==> src/hdl/modinv_pkg.sv <==
package modinv_pkg;

    // Value of the modulus register after reset (1e9 + 7).
    localparam logic [31:0] MOD_RESET = 32'd1000000007;

    // Register numbers on the configuration port.
    localparam logic REG_MODULUS = 1'b0;

    // Operations of the shared compare and subtract unit.
    typedef enum logic
    {
        ALU_CMP,
        ALU_CSUB
    } alu_op_t;

    // Sequencer states.
    typedef enum logic [2:0]
    {
        ST_IDLE,
        ST_REDUCE,
        ST_LOOP,
        ST_ALIGN,
        ST_DIVIDE,
        ST_FIX
    } state_t;

endpackage

==> src/hdl/modinv_alu.sv <==
module modinv_alu
    import modinv_pkg::*;
#(
    parameter int W = 32
)
(
    input  alu_op_t        op,
    input  logic [W-1:0]   a,
    input  logic [W-1:0]   b,
    output logic           ge,
    output logic [W-1:0]   y
);

    logic [W:0] diff;

    // One subtractor serves the compare and the conditional subtract.
    assign diff = {1'b0, a} - {1'b0, b};
    assign ge   = ~diff[W];

    always_comb
    begin
        case (op)
            ALU_CSUB: y = ge ? diff[W-1:0] : a;
            ALU_CMP:  y = a;
            default:  y = a;
        endcase
    end

endmodule

==> src/hdl/modular_inverse.sv <==
// Channel   Direction  Signals                               Transfer
// config    in/out     psel penable pwrite paddr pwdata       psel & penable & pwrite & pready
//                      prdata pready
// command   in         start value                           start & !busy
// result    out        done inverse no_inverse               done (one cycle, no stall)
//
// An item is accepted only while the block is idle, and the next command may be accepted at
// the edge that takes the result, so one value is fully processed before the next is taken.
// The value is first reduced bit-serially by the modulus, then extended Euclid runs with
// each quotient found bit by bit on the one shared compare/subtract unit. A zero modulus or a
// value equal to it needs no iteration. Reset is asynchronous, active low, and loads 1e9 + 7;
// the result cannot be stalled and lives only while done is high.
module modular_inverse
    import modinv_pkg::*;
#(
    parameter int VALUE_BITS = 63,
    parameter int MOD_BITS   = 31
)
(
    input  logic                   clk,
    input  logic                   rst_n,
    // Configuration port
    input  logic                   psel,
    input  logic                   penable,
    input  logic                   pwrite,
    input  logic [2:0]             paddr,
    input  logic [31:0]            pwdata,
    output logic [31:0]            prdata,
    output logic                   pready,
    // Command
    input  logic                   start,
    output logic                   busy,
    input  logic [VALUE_BITS-1:0]  value,
    // Result
    output logic                   done,
    output logic [MOD_BITS-1:0]    inverse,
    output logic                   no_inverse
);

    // Width of the remainder datapath, with one bit of headroom for shifts.
    localparam int AW = MOD_BITS + 1;
    // Signed width of the Bezout coefficients; their magnitude stays below twice the modulus.
    localparam int TW = MOD_BITS + 3;
    localparam int CW = $clog2(VALUE_BITS);
    localparam int KW = (MOD_BITS > 2) ? $clog2(MOD_BITS) : 1;
    // Common width for comparing the value against the modulus.
    localparam int EW = (VALUE_BITS > MOD_BITS) ? VALUE_BITS : MOD_BITS;

    state_t                  state_reg, state_next;
    logic [MOD_BITS-1:0]     modulus_reg, modulus_next;
    logic [VALUE_BITS-1:0]   v_reg, v_next;
    logic [MOD_BITS-1:0]     m_reg, m_next;
    logic [CW-1:0]           cnt_reg, cnt_next;
    logic [MOD_BITS-1:0]     rem_reg, rem_next;
    logic [MOD_BITS-1:0]     d_reg, d_next;
    logic [MOD_BITS-1:0]     r0_reg, r0_next;
    logic [MOD_BITS-1:0]     r1_reg, r1_next;
    logic [KW-1:0]           k_reg, k_next;
    logic signed [TW-1:0]    t0_reg, t0_next;
    logic signed [TW-1:0]    t1_reg, t1_next;
    logic signed [TW-1:0]    tt_reg, tt_next;
    logic signed [TW-1:0]    tacc_reg, tacc_next;
    logic [MOD_BITS-1:0]     inv_reg, inv_next;
    logic                    flag_reg, flag_next;
    logic                    done_reg, done_next;

    alu_op_t                 alu_op;
    logic [AW-1:0]           alu_a, alu_b, alu_y;
    logic                    alu_ge;

    logic                    accept;
    logic                    cfg_write;
    logic signed [TW-1:0]    m_s;
    logic signed [TW-1:0]    t_fix;
    logic signed [TW-1:0]    tacc_sub;

    // ------------------------------------------------------------------
    // Configuration port. Only the modulus register exists, decoded from
    // paddr[2] alone; writes with paddr[2] set are dropped, reads return zero.
    // ------------------------------------------------------------------
    assign pready    = 1'b1;
    assign cfg_write = psel & penable & pwrite & pready;

    always_comb
    begin
        modulus_next = modulus_reg;
        if (cfg_write && paddr[2] == REG_MODULUS)
        begin
            modulus_next = pwdata[MOD_BITS-1:0];
        end
    end

    assign prdata = (paddr[2] == REG_MODULUS) ? 32'(modulus_reg) : 32'd0;

    // ------------------------------------------------------------------
    // Shared compare and subtract unit.
    // ------------------------------------------------------------------
    modinv_alu #(
        .W (AW)
    ) u_alu (
        .op (alu_op),
        .a  (alu_a),
        .b  (alu_b),
        .ge (alu_ge),
        .y  (alu_y)
    );

    assign accept   = start & ~busy;
    assign m_s      = signed'(TW'(m_reg));
    assign tacc_sub = tacc_reg - tt_reg;

    // Bring the final coefficient into 0..modulus-1. It never lies more than
    // one modulus away from that range, so one correction is enough.
    always_comb
    begin
        if (t0_reg < 0)
        begin
            t_fix = t0_reg + m_s;
        end
        else if (t0_reg >= m_s)
        begin
            t_fix = t0_reg - m_s;
        end
        else
        begin
            t_fix = t0_reg;
        end
    end

    // ------------------------------------------------------------------
    // Next state.
    // ------------------------------------------------------------------
    always_comb
    begin
        state_next = state_reg;
        case (state_reg)
            ST_IDLE:
            begin
                if (accept)
                begin
                    // A zero modulus, or a value equal to the modulus, needs no iteration.
                    if (modulus_reg == '0 || EW'(value) == EW'(modulus_reg))
                    begin
                        state_next = ST_FIX;
                    end
                    else
                    begin
                        state_next = ST_REDUCE;
                    end
                end
            end
            ST_REDUCE:
            begin
                if (cnt_reg == '0)
                begin
                    state_next = ST_LOOP;
                end
            end
            ST_LOOP:
            begin
                state_next = (r1_reg == '0) ? ST_FIX : ST_ALIGN;
            end
            ST_ALIGN:
            begin
                if (!alu_ge)
                begin
                    state_next = ST_DIVIDE;
                end
            end
            ST_DIVIDE:
            begin
                if (k_reg == '0)
                begin
                    state_next = ST_LOOP;
                end
            end
            ST_FIX:
            begin
                state_next = ST_IDLE;
            end
            default:
            begin
                state_next = ST_IDLE;
            end
        endcase
    end

    // ------------------------------------------------------------------
    // Outputs of the sequencer: operands and operation of the shared unit.
    // ------------------------------------------------------------------
    always_comb
    begin
        alu_op = ALU_CMP;
        alu_a  = {1'b0, rem_reg};
        alu_b  = {1'b0, d_reg};
        case (state_reg)
            ST_REDUCE:
            begin
                // One step of restoring division of the value by the modulus.
                alu_op = ALU_CSUB;
                alu_a  = {rem_reg, v_reg[cnt_reg]};
                alu_b  = {1'b0, m_reg};
            end
            ST_ALIGN:
            begin
                // Does the divisor still fit under the remainder after one more shift?
                alu_op = ALU_CMP;
                alu_a  = {1'b0, rem_reg};
                alu_b  = {d_reg, 1'b0};
            end
            ST_DIVIDE:
            begin
                alu_op = ALU_CSUB;
                alu_a  = {1'b0, rem_reg};
                alu_b  = {1'b0, d_reg};
            end
            default:
            begin
                alu_op = ALU_CMP;
            end
        endcase
    end

    assign busy = (state_reg != ST_IDLE);

    // ------------------------------------------------------------------
    // Datapath.
    // ------------------------------------------------------------------
    always_comb
    begin
        v_next    = v_reg;
        m_next    = m_reg;
        cnt_next  = cnt_reg;
        rem_next  = rem_reg;
        d_next    = d_reg;
        r0_next   = r0_reg;
        r1_next   = r1_reg;
        k_next    = k_reg;
        t0_next   = t0_reg;
        t1_next   = t1_reg;
        tt_next   = tt_reg;
        tacc_next = tacc_reg;
        inv_next  = inv_reg;
        flag_next = flag_reg;
        done_next = 1'b0;

        case (state_reg)
            ST_IDLE:
            begin
                if (accept)
                begin
                    v_next   = value;
                    m_next   = modulus_reg;
                    cnt_next = CW'(VALUE_BITS - 1);
                    rem_next = '0;
                    if (modulus_reg == '0)
                    begin
                        // Zero coefficient, and a remainder that is not one raises the flag.
                        t0_next = '0;
                        r0_next = '0;
                    end
                    else
                    begin
                        // Value equal to the modulus: the algorithm leaves coefficient one.
                        t0_next = TW'(1);
                        r0_next = modulus_reg;
                    end
                end
            end
            ST_REDUCE:
            begin
                rem_next = alu_y[MOD_BITS-1:0];
                cnt_next = cnt_reg - CW'(1);
                if (cnt_reg == '0)
                begin
                    r0_next = m_reg;
                    r1_next = alu_y[MOD_BITS-1:0];
                    t0_next = '0;
                    t1_next = TW'(1);
                end
            end
            ST_LOOP:
            begin
                rem_next  = r0_reg;
                d_next    = r1_reg;
                tt_next   = t1_reg;
                tacc_next = t0_reg;
                k_next    = '0;
            end
            ST_ALIGN:
            begin
                if (alu_ge)
                begin
                    d_next  = {d_reg[MOD_BITS-2:0], 1'b0};
                    tt_next = tt_reg <<< 1;
                    k_next  = k_reg + KW'(1);
                end
            end
            ST_DIVIDE:
            begin
                rem_next = alu_y[MOD_BITS-1:0];
                if (alu_ge)
                begin
                    tacc_next = tacc_sub;
                end
                if (k_reg == '0)
                begin
                    // Quotient complete: shift the remainder and coefficient pairs.
                    r0_next = r1_reg;
                    r1_next = alu_y[MOD_BITS-1:0];
                    t0_next = t1_reg;
                    t1_next = alu_ge ? tacc_sub : tacc_reg;
                end
                else
                begin
                    d_next  = d_reg >> 1;
                    tt_next = tt_reg >>> 1;
                    k_next  = k_reg - KW'(1);
                end
            end
            ST_FIX:
            begin
                inv_next  = t_fix[MOD_BITS-1:0];
                flag_next = (r0_reg != MOD_BITS'(1));
                done_next = 1'b1;
            end
            default:
            begin
                done_next = 1'b0;
            end
        endcase
    end

    // ------------------------------------------------------------------
    // Registers.
    // ------------------------------------------------------------------
    always_ff @(posedge clk or negedge rst_n)
    begin
        if (!rst_n)
        begin
            state_reg   <= ST_IDLE;
            modulus_reg <= MOD_RESET[MOD_BITS-1:0];
            done_reg    <= 1'b0;
        end
        else
        begin
            state_reg   <= state_next;
            modulus_reg <= modulus_next;
            done_reg    <= done_next;
        end
    end

    always_ff @(posedge clk)
    begin
        v_reg    <= v_next;
        m_reg    <= m_next;
        cnt_reg  <= cnt_next;
        rem_reg  <= rem_next;
        d_reg    <= d_next;
        r0_reg   <= r0_next;
        r1_reg   <= r1_next;
        k_reg    <= k_next;
        t0_reg   <= t0_next;
        t1_reg   <= t1_next;
        tt_reg   <= tt_next;
        tacc_reg <= tacc_next;
        inv_reg  <= inv_next;
        flag_reg <= flag_next;
    end

    assign done       = done_reg;
    assign inverse    = inv_reg;
    assign no_inverse = flag_reg;

`ifndef SYNTHESIS
    // A result strobe lasts one cycle.
    assert property (@(posedge clk) disable iff (!rst_n) done |=> !done)
        else $error("result strobe held for more than one cycle");

    // An accepted command always starts work.
    assert property (@(posedge clk) disable iff (!rst_n) (start && !busy) |=> busy)
        else $error("accepted command did not make the block busy");

    // A valid inverse is always reduced below the modulus it was computed for.
    assert property (@(posedge clk) disable iff (!rst_n)
        (done && !no_inverse) |-> (inverse < m_reg))
        else $error("inverse not reduced below the modulus");

    // The divisor is never shifted past the remainder it divides.
    assert property (@(posedge clk) disable iff (!rst_n)
        (state_reg == ST_DIVIDE) |-> (d_reg <= r0_reg))
        else $error("aligned divisor exceeds the dividend");
`endif

endmodule

==> config.mk <==
export PLATFORM = sky130hd
export DESIGN_NAME = modular_inverse
export DESIGN_NICKNAME = d
export VERILOG_FILES = /design/src/hdl/modinv_pkg.sv /design/src/hdl/modinv_alu.sv /design/src/hdl/modular_inverse.sv
export SDC_FILE = /design/constraint.sdc
export NUM_CORES = 1
export LEC_CHECK = 0
export BUFFER_PORTS_ARGS = -buffer_cell sky130_fd_sc_hd__buf_2
export CORE_MARGIN = 2
export CORE_UTILIZATION = 40
export CTS_BUF_LIST = sky130_fd_sc_hd__clkbuf_8
export DETAILED_ROUTE_END_ITERATION = 7
export PLACE_DENSITY = 0.69
export SLEW_MARGIN = 10
export SYNTH_ARGS = -nofsm -noshare
export SYNTH_HDL_FRONTEND = slang
export SYNTH_HIERARCHICAL = 1
export SYNTH_SLANG_ARGS = --single-unit
export TNS_END_PERCENT = 5
==> constraint.sdc <==
create_clock -name clk -period 9.6 [get_ports clk]
set_clock_uncertainty 0.15 [all_clocks]
set_input_delay 1.92 -clock clk [delete_from_list [all_inputs] [get_ports clk]]
set_output_delay 1.92 -clock clk [all_outputs]
set_load 0.03 [all_outputs]
==> reports/summary.log <==
INFO  cells_and_area flow.area_growth_from_synthesis=11.0%
INFO  timing         rsz_0062_raised_after_global_routing=no
INFO  synthesis      syn-mean-instance-area=10.6um2
INFO  timing         timing_worst_slew_pin_value=1.16ns
INFO  cells_and_area fin_nets=2918
INFO  clock_network  post_cts_resize_count=0
INFO  floorplan      rows=95
INFO  global_routing vias_in_the_first_global_route=21000
INFO  synthesis      postSynthCellCount=2550
INFO  clock_network  cts.clk_slew.worst_paths=0.06ns
INFO  timing         finalHoldViolations=0
INFO  setup_path     regToRegStartpoint=cnt_reg[0]
INFO  clock_network  cts_inserted_buffers=78
INFO  timing         finalSetupViolations=0
INFO  routing        postRouteWirelength=80.5mm
INFO  cells_and_area num-fill-cells=6186
INFO  floorplan      initial_core_util=40.4%
INFO  synthesis      net_count_of_the_mapped_netlist=2790
INFO  timing         post-route-min-period=7.43ns
INFO  setup_path     worst-endpoint-arrival=7.42ns
INFO  setup_path     cp_common_cell=mux4_2
INFO  synthesis      synthesis.yosys.warnings=6
INFO  clock_network  cts-hold-fix-buffers=0
INFO  synthesis      netlist_area_before_placement=27200um2
INFO  setup_path     startpoint_type=flip-flop
INFO  setup_path     worst-endpoint-required=9.58ns
INFO  setup_path     cp-startpoint=cnt_reg[0]
INFO  placement      gp_congestion=0.931
INFO  routing        vias_per_cell=5.90
INFO  timing         final_min_period_over_clock_period=77.4%
INFO  routing        routed_wire_length_per_instance=22.3um
INFO  clock_network  cts_setup_buffers=0
INFO  setup_path     critical_path.max_stage_delay=1.09ns
INFO  clock_network  cts.sink_count=432
INFO  routing        routed_antenna_nets=0
INFO  clock_network  clk_latency=0.69ns
INFO  cells_and_area combined_flip_flop_and_latch_cell_area=12800um2
INFO  timing         max_clock_freq=135MHz
INFO  cells_and_area largest_register_ff_count=63
INFO  global_routing grt_first_pass_wirelength=123mm
INFO  clock_network  cts_tree=built
INFO  routing        drt-initial-drc-count=2423
INFO  floorplan      die_height=265um
INFO  routing        drc=0
INFO  setup_path     cell_with_the_largest_stage_delay_on_the_worst_path=edfxtp_1
INFO  routing        route.vias.total=21300
INFO  clock_network  cts-htree-levels=3
INFO  setup_path     crit_type=flip-flop to flip-flop
INFO  hold_path      hp-class=flip-flop to flip-flop
INFO  status         run_status=finished, final reports clean
INFO  floorplan      io_pins=171
INFO  global_routing grt_antenna_before_repair=9
INFO  cells_and_area fraction_of_final_layout_cells_sized_beyond_drive_strength_1=16.9%
INFO  setup_path     critPathMaxFanout=69
INFO  setup_path     timing.reg2reg.setup_slack=2.17ns
INFO  floorplan      fp.dieW=265um
INFO  floorplan      die_area=70000um2
INFO  timing         totalNegativeSetupSlack=0ns
INFO  timing         timing.max_slew.rel_slack=22.1%
INFO  hold_path      min-delay-start=t1_reg[1]
INFO  global_routing grt_start_max_net_pins=70
INFO  job            max-cap-violations=0
INFO  floorplan      placeable_core_area=67200um2
INFO  placement      portBuffers=165
INFO  setup_path     critPathCaptureType=flip-flop
INFO  clock_network  cts-root-buf=clkbuf_8
INFO  placement      post-dp-hpwl=56.0mm
INFO  timing         timing.final.max_slew_violations=0
INFO  cells_and_area multi_input_area=13100um2
INFO  routing        detailedRoute.firstPassIterationCount=6
INFO  global_routing grt_overflow_total=0
INFO  global_routing gr-usage-all-layers=22.6%
INFO  setup_path     crit_chain=mux4_2 > mux4_2 > mux4_2 > mux2_2 > inv_1 > ha_1 > fa_1 > and2b_1 > o21bai_4 > a211o_1 > o221a_1 > o21ai_2 > a311o_2 > a21bo_2 > a21o_2 > clkinv_1 > a21oi_1 > nand2b_4
INFO  clock_network  cts_max_path_buffers=3
[area by class of cell]
type | count | share of cell area, %
multi-input cells | 1797 | 43.5
flip-flops and latches | 432 | 42.5
clock buffers | 84 | 3.83
well taps | 873 | 3.62
repair buffers | 190 | 3.40
inverters | 179 | 2.23
clock inverters | 58 | 0.942
diodes | 1 | 0.00830
[placed cells by master (no fill, tap or decap), types with 66 or more instances in the layout]
| cell | n |
|---|---|
| a21o_1 | 66 |
| a21oi_1 | 129 |
| buf_2 | 165 |
| clkbuf_8 | 84 |
| edfxtp_1 | 397 |
| ha_1 | 131 |
| inv_1 | 207 |
| mux2_2 | 68 |
| mux2i_1 | 68 |
| nand2_1 | 253 |
| nor2_1 | 142 |
| o21ai_0 | 96 |
| xnor2_1 | 103 |
[metal layers]
layer / global-route usage (%) / vias to the layer above / share of wire, %
li1: - / 9758 / -
met1: 30.7 / 10400 / 43
met2: 36.0 / 1015 / 45
met3: 4.23 / 149 / 8.2
met4: 8.83 / 0 / 3.4
met5: 0 / - / 0
[final timing paths]
| check | cells past startpoint | end |
|---|---|---|
| setup / recovery | 18 | d_reg[2] |
| hold / removal | 2 | tt_reg[1] |
| setup reg to reg | 18 | d_reg[2] |
| hold reg to reg | 2 | tt_reg[1] |
| max in group asynchronous | 1 | state_reg[1] |
| min in group asynchronous | 1 | modulus_reg[22] |
[stage by stage]
stage,instance area [um2],setup WS (ns),hold WS (ns),util (%),std cells
4_1_cts,30100,2.11,0.394,44.9,3612
3_5_place_dp,28700,2.12,0.378,42.7,3470
6_report,30200,2.17,0.392,44.9,3614
3_3_place_gp,28700,2.25,0.369,42.7,3470
5_1_grt,30200,1.68,0.409,44.9,3614
2_1_floorplan,27200,0.127,0.359,-,2550
[critical path: cells and delay by family (launching register included)]
family | cells | cell delay (ns)
mux | 4 | 1.90
buf+inv | 2 | 0.56
fa+ha+maj | 2 | 0.40
compound gates | 8 | 1.76
simple gates | 2 | 0.96
flops | 1 | 1.09
Power is left out: the tool's default activity adds up to more than one toggle a clock period on the data nets, which glitch-free logic cannot reach.
